$ cat config.mk
export PLATFORM = sky130hd
export DESIGN_NAME = sequence_reorder_buffer
export DESIGN_NICKNAME = d
export VERILOG_FILES = /design/src/rtl/srb_pkg.sv /design/src/rtl/srb_slots.sv /design/src/rtl/sequence_reorder_buffer.sv
export SDC_FILE = /design/constraint.sdc
export NUM_CORES = 1
export LEC_CHECK = 0
export BUFFER_PORTS_ARGS = -buffer_cell sky130_fd_sc_hd__buf_2
export CAP_MARGIN = 10
export CELL_PAD_IN_SITES_DETAIL_PLACEMENT = 0
export CELL_PAD_IN_SITES_GLOBAL_PLACEMENT = 1
export CORE_UTILIZATION = 50
export DETAILED_ROUTE_END_ITERATION = 10
export HOLD_SLACK_MARGIN = 0.15
export PLACE_DENSITY_LB_ADDON = 0.12
export SETUP_SLACK_MARGIN = 0.1
export SYNTH_ARGS = -nofsm -noshare
export SYNTH_HDL_FRONTEND = slang
export SYNTH_HIERARCHICAL = 1
export SYNTH_SLANG_ARGS = --single-unit
$ cat constraint.sdc
create_clock -name i_clk -period 7 [get_ports i_clk]
set_input_delay 0.35 -clock i_clk [delete_from_list [all_inputs] [get_ports i_clk]]
set_output_delay 0.35 -clock i_clk [all_outputs]
set_load 0.02 [all_outputs]
$ cat src/rtl/srb_pkg.sv
package srb_pkg;

    localparam int DEPTH_DEF   = 16;
    localparam int MAX_RESULTS = 16;
    localparam int CNT_W       = $clog2(MAX_RESULTS + 1);

    localparam logic [1:0] KIND_RELEASE = 2'd0;
    localparam logic [1:0] KIND_HELD    = 2'd1;
    localparam logic [1:0] KIND_STALE   = 2'd2;
    localparam logic [1:0] KIND_BEYOND  = 2'd3;

    typedef struct packed {
        logic wr;
        logic clr;
        logic rd;
    } t_slot_req;

endpackage

$ cat src/rtl/srb_slots.sv
module srb_slots #(
    parameter int DEPTH = srb_pkg::DEPTH_DEF
) (
    input  logic                     i_clk,
    input  logic                     i_rst_n,
    input  srb_pkg::t_slot_req       i_req,
    input  logic [$clog2(DEPTH)-1:0] i_wr_addr,
    input  logic [31:0]              i_wr_data,
    input  logic [$clog2(DEPTH)-1:0] i_clr_addr,
    input  logic [$clog2(DEPTH)-1:0] i_rd_addr,
    input  logic [$clog2(DEPTH)-1:0] i_look_addr,
    output logic                     o_look_valid,
    output logic [31:0]              o_rd_data
);

    logic [DEPTH-1:0] r_valid;
    logic [31:0]      r_mem [DEPTH];
    logic [31:0]      r_rd_data;

    always_ff @(posedge i_clk) begin
        if (!i_rst_n) begin
            r_valid <= '0;
        end else begin
            if (i_req.clr) begin
                r_valid[i_clr_addr] <= 1'b0;
            end
            if (i_req.wr) begin
                r_valid[i_wr_addr] <= 1'b1;
            end
        end
    end

    always_ff @(posedge i_clk) begin
        if (i_req.wr) begin
            r_mem[i_wr_addr] <= i_wr_data;
        end
        if (i_req.rd) begin
            r_rd_data <= r_mem[i_rd_addr];
        end
    end

    assign o_look_valid = r_valid[i_look_addr];
    assign o_rd_data    = r_rd_data;

endmodule

$ cat src/rtl/sequence_reorder_buffer.sv
// Reorder buffer that takes items tagged with a 32-bit sequence number in any
// order and releases them strictly in sequence order, one result transaction per
// cycle at most. An item whose number lies within DEPTH of the next expected
// number is stored in its own slot; stale, duplicate and out-of-window numbers
// come back as a single status transaction. A stored item that releases nothing
// is reported as held. The input is not ready while an item is being worked on:
// each item passes acceptance, the offset subtractor and the slot check, and a
// dropped item then loads its status result. A held result adds a further state,
// and each released item adds a registered read of the payload memory and a load
// of the output register. A single item causes at most 16 results; slots left
// over are released by the following items, after a dropped item's status
// result. Output back-pressure stalls the sequencer.
module sequence_reorder_buffer #(
    parameter int DEPTH = srb_pkg::DEPTH_DEF
) (
    input  logic        i_clk,
    input  logic        i_rst_n,
    input  logic        i_s_axis_tvalid,
    output logic        o_s_axis_tready,
    input  logic [63:0] i_s_axis_tdata,   // seq_index, payload
    output logic        o_m_axis_tvalid,
    input  logic        i_m_axis_tready,
    output logic [63:0] o_m_axis_tdata,   // out_index, out_payload
    output logic [1:0]  o_m_axis_tuser,   // kind
    output logic        o_m_axis_tlast
);

    localparam int AW = $clog2(DEPTH);

    localparam logic [2:0] S_IDLE  = 3'd0;
    localparam logic [2:0] S_CALC  = 3'd1;
    localparam logic [2:0] S_CLASS = 3'd2;
    localparam logic [2:0] S_DROP  = 3'd3;
    localparam logic [2:0] S_CHECK = 3'd4;
    localparam logic [2:0] S_HELD  = 3'd5;
    localparam logic [2:0] S_RD    = 3'd6;
    localparam logic [2:0] S_REL   = 3'd7;

    logic [2:0]                 r_state, n_state;
    logic [31:0]                r_seq, n_seq;
    logic [31:0]                r_pay, n_pay;
    logic [31:0]                r_diff, n_diff;
    logic [31:0]                r_next_exp, n_next_exp;
    logic [AW-1:0]              r_head, n_head;
    logic [1:0]                 r_dkind, n_dkind;
    logic [srb_pkg::CNT_W-1:0]  r_cnt, n_cnt;

    logic                       r_ovalid, n_ovalid;
    logic [1:0]                 r_okind, n_okind;
    logic [31:0]                r_oidx, n_oidx;
    logic [31:0]                r_opay, n_opay;
    logic                       r_olast, n_olast;

    srb_pkg::t_slot_req         slot_req;
    logic [AW-1:0]              look_addr;
    logic                       look_valid;
    logic [31:0]                rd_data;
    logic [AW:0]                slot_sum;
    logic [AW-1:0]              slot_addr;
    logic [AW-1:0]              head_next;
    logic                       out_free;
    logic [srb_pkg::CNT_W-1:0]  cnt_inc;
    logic                       rel_last;

    srb_slots #(
        .DEPTH(DEPTH)
    ) u_slots (
        .i_clk       (i_clk),
        .i_rst_n     (i_rst_n),
        .i_req       (slot_req),
        .i_wr_addr   (slot_addr),
        .i_wr_data   (r_pay),
        .i_clr_addr  (r_head),
        .i_rd_addr   (r_head),
        .i_look_addr (look_addr),
        .o_look_valid(look_valid),
        .o_rd_data   (rd_data)
    );

    assign slot_sum  = {1'b0, r_head} + {1'b0, r_diff[AW-1:0]};
    assign slot_addr = (slot_sum >= (AW+1)'(DEPTH)) ? AW'(slot_sum - (AW+1)'(DEPTH))
                                                    : slot_sum[AW-1:0];
    assign head_next = (r_head == AW'(DEPTH - 1)) ? '0 : AW'(r_head + 1'b1);
    assign out_free  = !r_ovalid || i_m_axis_tready;
    assign cnt_inc   = r_cnt + 1'b1;
    assign rel_last  = (cnt_inc == srb_pkg::CNT_W'(srb_pkg::MAX_RESULTS)) || !look_valid;

    always_comb begin
        n_state    = r_state;
        n_seq      = r_seq;
        n_pay      = r_pay;
        n_diff     = r_diff;
        n_next_exp = r_next_exp;
        n_head     = r_head;
        n_dkind    = r_dkind;
        n_cnt      = r_cnt;
        n_ovalid   = r_ovalid && !i_m_axis_tready;
        n_okind    = r_okind;
        n_oidx     = r_oidx;
        n_opay     = r_opay;
        n_olast    = r_olast;
        slot_req   = '0;
        look_addr  = r_head;

        unique case (r_state)
            S_IDLE: begin
                if (i_s_axis_tvalid) begin
                    n_seq   = i_s_axis_tdata[31:0];
                    n_pay   = i_s_axis_tdata[63:32];
                    n_cnt   = '0;
                    n_state = S_CALC;
                end
            end
            S_CALC: begin
                n_diff  = r_seq - r_next_exp;
                n_state = S_CLASS;
            end
            S_CLASS: begin
                look_addr = slot_addr;
                if (r_diff[31]) begin
                    n_dkind = srb_pkg::KIND_STALE;
                    n_state = S_DROP;
                end else if (r_diff[30:0] >= 31'(DEPTH)) begin
                    n_dkind = srb_pkg::KIND_BEYOND;
                    n_state = S_DROP;
                end else if (look_valid) begin
                    n_dkind = srb_pkg::KIND_STALE;
                    n_state = S_DROP;
                end else begin
                    slot_req.wr = 1'b1;
                    n_state     = S_CHECK;
                end
            end
            S_DROP: begin
                if (out_free) begin
                    n_ovalid = 1'b1;
                    n_okind  = r_dkind;
                    n_oidx   = r_seq;
                    n_opay   = '0;
                    n_olast  = !look_valid;
                    n_cnt    = cnt_inc;
                    n_state  = look_valid ? S_RD : S_IDLE;
                end
            end
            S_CHECK: begin
                n_state = look_valid ? S_RD : S_HELD;
            end
            S_HELD: begin
                if (out_free) begin
                    n_ovalid = 1'b1;
                    n_okind  = srb_pkg::KIND_HELD;
                    n_oidx   = r_seq;
                    n_opay   = '0;
                    n_olast  = 1'b1;
                    n_state  = S_IDLE;
                end
            end
            S_RD: begin
                slot_req.rd = 1'b1;
                n_state     = S_REL;
            end
            S_REL: begin
                look_addr = head_next;
                if (out_free) begin
                    slot_req.clr = 1'b1;
                    n_ovalid     = 1'b1;
                    n_okind      = srb_pkg::KIND_RELEASE;
                    n_oidx       = r_next_exp;
                    n_opay       = rd_data;
                    n_olast      = rel_last;
                    n_next_exp   = r_next_exp + 32'd1;
                    n_head       = head_next;
                    n_cnt        = cnt_inc;
                    n_state      = rel_last ? S_IDLE : S_RD;
                end
            end
            default: begin
                n_state = S_IDLE;
            end
        endcase
    end

    always_ff @(posedge i_clk) begin
        if (!i_rst_n) begin
            r_state    <= S_IDLE;
            r_next_exp <= '0;
            r_head     <= '0;
            r_cnt      <= '0;
            r_ovalid   <= 1'b0;
        end else begin
            r_state    <= n_state;
            r_next_exp <= n_next_exp;
            r_head     <= n_head;
            r_cnt      <= n_cnt;
            r_ovalid   <= n_ovalid;
        end
    end

    always_ff @(posedge i_clk) begin
        r_seq   <= n_seq;
        r_pay   <= n_pay;
        r_diff  <= n_diff;
        r_dkind <= n_dkind;
        r_okind <= n_okind;
        r_oidx  <= n_oidx;
        r_opay  <= n_opay;
        r_olast <= n_olast;
    end

    assign o_s_axis_tready = (r_state == S_IDLE);
    assign o_m_axis_tvalid = r_ovalid;
    assign o_m_axis_tdata  = {r_opay, r_oidx};
    assign o_m_axis_tuser  = r_okind;
    assign o_m_axis_tlast  = r_olast;

endmodule
==> Flow_metrics.wiki <==
{| class="wikitable"
! Metric !! Value
|-
| Result of the run || complete, no violations
|-
| Net count of the finished layout || 2118
|-
| Layout overhead on the synthesized area || 15.90%
|-
| Net Count, Synth || 1884
|-
| Reg-to-reg startpoint || r_head[0]$_SDFFE_PN0P_
|-
| Ant. Diodes || 0
|-
| Power after layout || 0.01015 W
|-
| Unrepaired setup endpoints after global routing || no
|-
| Data required time at the worst endpoint || about 7200 ps
|-
| Max Freq || 0.1882 GHz
|-
| Worst path max stage delay || about 690 ps
|-
| Total routing usage reported by global routing || between 20% and 30%
|-
| Number of resized instances in the post-cts repair step || 0
|-
| Netlist cell types || 71
|-
| Net switching share of the total power || 22.23%
|-
| Mean instance size in the synthesized netlist || 17.35 sq um
|-
| Max clock buf depth || 3
|-
| Detailed placer's ending HPWL || slightly below 40000 microns
|-
| Port Buffers || 136
|-
| Register bit count reported by yosys || 769
|-
| Via count || 16.41k
|-
| Core ar. || 0.06058 sq mm
|-
| Kind of end point of the critical path || flop
|-
| Share of total power in the clock network || 41.4%
|-
| Post-route DRC violation count || 0
|-
| Worst hold path type || in2reg
|-
| Hold violation total from the final report || 0
|-
| Global-route wire length before repair || approximately 100000 microns
|-
| Maximum resistive drop on vdd || between 0.2 and 0.25 mV
|-
| 1st-iter DRT viols || 1262
|-
| Worst Min Path Start || i_rst_n
|-
| Skew final || ~31 ps
|-
| Sequential group share of total power || 53.3%
|-
| Flip-flop cell with the highest count after synthesis || sky130_fd_sc_hd__edfxtp_1
|-
| Critical path launch point || r_head[0]$_SDFFE_PN0P_
|-
| Antenna violations before repair || 0
|-
| Number of synthesized flops with an enable pin || slightly above 700
|-
| Max FO, Critical Path || 33
|-
| Root buf cell || sky130_fd_sc_hd__clkbuf_16
|-
| Final total negative setup slack || 0 ps
|-
| Clock-pin transition on the worst setup and hold timing paths || 60 ps
|-
| Switching power summed over all nets || 0.002257 W
|-
| CP Class || reg2reg
|-
| Cell area after synthesis || ~0.031 sq mm
|-
| Initial Utilization || 50.88%
|-
| Cell Int Power || 0.007895 W
|-
| I/O pin count || 137
|-
| Instance count of the mapped netlist || 1777
|-
| Worst-path cell chain || ha_1 > fa_1 > a22oi_1 > nand2_1 > mux4_2 > mux2i_1 > mux2i_1 > nor4_2 > and2_1 > nor2b_1 > nand3b_1 > inv_1 > buf_4
|-
| Hold Path Stages || 2
|-
| TritonCTS Sinks || 769
|-
| Yosys warning total || 6
|-
| Slew at the pin closest to its max-slew limit || 1116 ps
|-
| Maximum number of pins on one net before global-route repair || around 110
|-
| Via count of the first global-routing pass || about 17k
|-
| Placer's final routability congestion estimate || 0.8333
|-
| Detailed Routing Iterations Pass 1 || 5
|-
| Cell Rows || 90
|-
| Worst r2r path cells || 13
|-
| Number of buffers created by CTS || slightly above 80
|-
| Global route total overflow || 0
|-
| Number of H-tree levels || 3
|-
| Vias per std cell || 5.743
|-
| Fraction of the yosys area taken by sequential cells || 72.93%
|-
| LEAKAGE || 11.62 nW
|-
| R2r setup slk || 1690 ps
|-
| Die Ht || 250.3 microns
|-
| Comb power frac || 5.3%
|-
| Share of cells above drive strength 1 || a little over a fifth
|-
| Die Footprint || 0.06265 sq mm
|-
| Source-to-sink clock delay at the later pin of the worst-skew pair || 630 ps
|-
| Count of antenna-violating nets left after detailed routing || 0
|-
| TritonCTS clock tree || built
|-
| Overall die width || 250.3 microns
|-
| Critical path launch point type || flop
|-
| Worst slew slack as a fraction of its limit || between 20% and 30%
|-
| Critical-path top delay cell || sky130_fd_sc_hd__dfxtp_4
|-
| Worst EP arrival || roughly 5600 ps
|-
| Count of final max-slew check failures || 0
|-
| Reg2Reg Capture Point || u_slots/r_mem[4][18]$_DFFE_PP_
|-
| Final setup fails || 0
|-
| Avg WL per Cell || 23.56 microns
|-
| Final critical-path required period || 5312 ps
|-
| Post-route clock period utilization || 75.89%
|-
| Wire length reported by the detailed router || between 60000 and 70000 microns
|-
| Critical Path Most Common Cell || sky130_fd_sc_hd__mux2i_1
|-
| Max-Cap Viols || 0
|-
| Worst Hold Path EP || u_slots/r_valid[10]$_SDFF_PN0_
|-
| Async set-reset flop share out of synthesis || 0%
|-
| PD cells || between 200 and 300 mW/mm^2
|}
## worst max-delay path by stage
stage / slack (ps) / end / cells past startpoint
2_1_floorplan: 1240 / u_slots/r_mem[5][0]$_DFFE_PP_ / 13
3_3_place_gp: 1850 / u_slots/r_mem[4][20]$_DFFE_PP_ / 13
3_5_place_dp: 1690 / u_slots/r_mem[4][17]$_DFFE_PP_ / 13
4_1_cts: 1660 / u_slots/r_mem[4][18]$_DFFE_PP_ / 13
5_1_grt: 1250 / u_slots/r_mem[4][18]$_DFFE_PP_ / 13
6_report: 1690 / u_slots/r_mem[4][18]$_DFFE_PP_ / 13
## layout make-up
class / instances / area, sq um
clock buffers: 105 / 2148
clock inverters: 43 / 466.7
fillers: 4568 / 24860
inverters: 48 / 180.2
multi-input cells: 879 / 7879
flip-flops and latches: 769 / 22490
well taps: 782 / 978.4
repair buffers: 231 / 1584
## worst max-delay path: cells and delay by family (launching register included)
kind	cells	cell delay, ps
buffers and inverters	2	850
multiplexers	3	700
AND/OR/NAND/NOR	5	1550
flip-flops	1	690
AO/OA/AOI/OAI	1	230
adder cells (fa/ha/maj)	2	890
## synthesized netlist by cell type (3+ instances only)
library cell / number / area, sq um
sky130_fd_sc_hd__nor3b_1: 3 / 22.52
sky130_fd_sc_hd__nand4_1: 12 / 75.07
sky130_fd_sc_hd__a31oi_1: 6 / 37.54
sky130_fd_sc_hd__nand2b_1: 16 / 100.1
sky130_fd_sc_hd__o21ai_0: 63 / 315.3
sky130_fd_sc_hd__nand2_1: 120 / 450.4
sky130_fd_sc_hd__a21o_1: 8 / 60.06
sky130_fd_sc_hd__o211ai_1: 5 / 37.54
sky130_fd_sc_hd__buf_2: 14 / 70.07
sky130_fd_sc_hd__a21boi_0: 10 / 75.07
sky130_fd_sc_hd__a22oi_1: 67 / 503.0
sky130_fd_sc_hd__and2_1: 47 / 294.0
sky130_fd_sc_hd__buf_4: 10 / 75.07
sky130_fd_sc_hd__clkbuf_1: 43 / 161.4
sky130_fd_sc_hd__nor3_1: 13 / 65.06
sky130_fd_sc_hd__inv_1: 47 / 176.4
sky130_fd_sc_hd__nand3_1: 31 / 155.2
sky130_fd_sc_hd__buf_1: 12 / 45.04
sky130_fd_sc_hd__nor4_1: 7 / 43.79
sky130_fd_sc_hd__dfxtp_1: 61 / 1221
sky130_fd_sc_hd__nand3b_1: 5 / 37.54
sky130_fd_sc_hd__o21bai_1: 5 / 37.54
sky130_fd_sc_hd__a21oi_2: 3 / 26.28
sky130_fd_sc_hd__ha_1: 37 / 462.9
sky130_fd_sc_hd__o31ai_1: 3 / 22.52
sky130_fd_sc_hd__mux2i_1: 4 / 40.04
sky130_fd_sc_hd__xor2_1: 16 / 140.1
sky130_fd_sc_hd__edfxtp_1: 708 / 21260
sky130_fd_sc_hd__xnor2_1: 49 / 429.2
sky130_fd_sc_hd__a211oi_1: 6 / 45.04
sky130_fd_sc_hd__nor2_1: 72 / 270.3
sky130_fd_sc_hd__nor2b_1: 10 / 62.56
sky130_fd_sc_hd__o21a_1: 23 / 172.7
sky130_fd_sc_hd__and3_1: 10 / 62.56
sky130_fd_sc_hd__mux4_2: 132 / 2973
sky130_fd_sc_hd__a21oi_1: 49 / 245.2
sky130_fd_sc_hd__and4_1: 7 / 61.31
## flip-flops by register name (all words and copies together) (netlist names), 3 cells and up
name	count
u_slots/r_valid	16
r_opay	32
r_next_exp	32
u_slots/o_rd_data	32
r_pay	32
r_diff	32
r_head	4
r_seq	32
r_state	3
r_oidx	32
u_slots/r_mem	512
r_cnt	5
## power by group through the flow
stage	registers (W)	logic [W]	clock network [W]
after floorplan	0.00545	0.000344	0
after global placement	0.00550	0.000510	0
after detailed placement	0.00551	0.000512	0
after CTS	0.00541	0.000545	0.00430
after global routing	0.00543	0.000596	0.00447
final	0.00541	0.000539	0.00420
## layer usage
layer,GRT usage (%),part of all wire [%],vias to the layer above
met5,0,0,-
met4,6.836,2.7,0
met3,3.440,4.3,128
met2,36.95,50,435
met1,29.48,43,8397
li1,-,-,7447
## cell usage in the layout (no fill, tap or decap), types with 47 or more instances in the layout
cell type,count
sky130_fd_sc_hd__a21oi_1,49
sky130_fd_sc_hd__a22oi_1,67
sky130_fd_sc_hd__clkbuf_16,82
sky130_fd_sc_hd__nand2_1,120
sky130_fd_sc_hd__buf_2,136
sky130_fd_sc_hd__mux4_2,132
sky130_fd_sc_hd__dfxtp_1,59
sky130_fd_sc_hd__xnor2_1,49
sky130_fd_sc_hd__inv_1,47
sky130_fd_sc_hd__o21ai_0,63
sky130_fd_sc_hd__nor2_1,68
sky130_fd_sc_hd__edfxtp_1,708
sky130_fd_sc_hd__dlygate4sd3_1,66
## through the flow
stage | area, sq um | worst slack [ps] | util [%] | hold WS, ps | cells
detailed placement | 32430 | 1693 | 53.53 | 471.9 | 2642
finish | 35730 | 1688 | 58.97 | 308.7 | 2857
global route | 35730 | 1253 | 58.97 | 300.4 | 2857
CTS | 35710 | 1664 | 58.94 | 288.9 | 2856
floorplan | 30820 | 1240 | - | 445.2 | 1777
global placement | 32430 | 1854 | 53.53 | 466.7 | 2642
## kinds of logic (layout without fill, tap and decap cells)
family	Yosys count	in the layout	synth area share, %
adder cells (fa/ha/maj)	39	39	1.632
XOR/XNOR	65	65	1.847
multiplexers	136	136	9.774
AND/OR/NAND/NOR	374	374	6.145
buffers and inverters	129	427	1.798
flip-flops	769	769	72.93
AO/OA/AOI/OAI	265	265	5.870
## what timing repair did
action / in CTS / in global routing
hold buffers: 66 / 0
endpoints found under the hold margin: 66 / 0
buffers inserted: 0 / 0
Note: power is estimated with default switching activity, not from simulation.
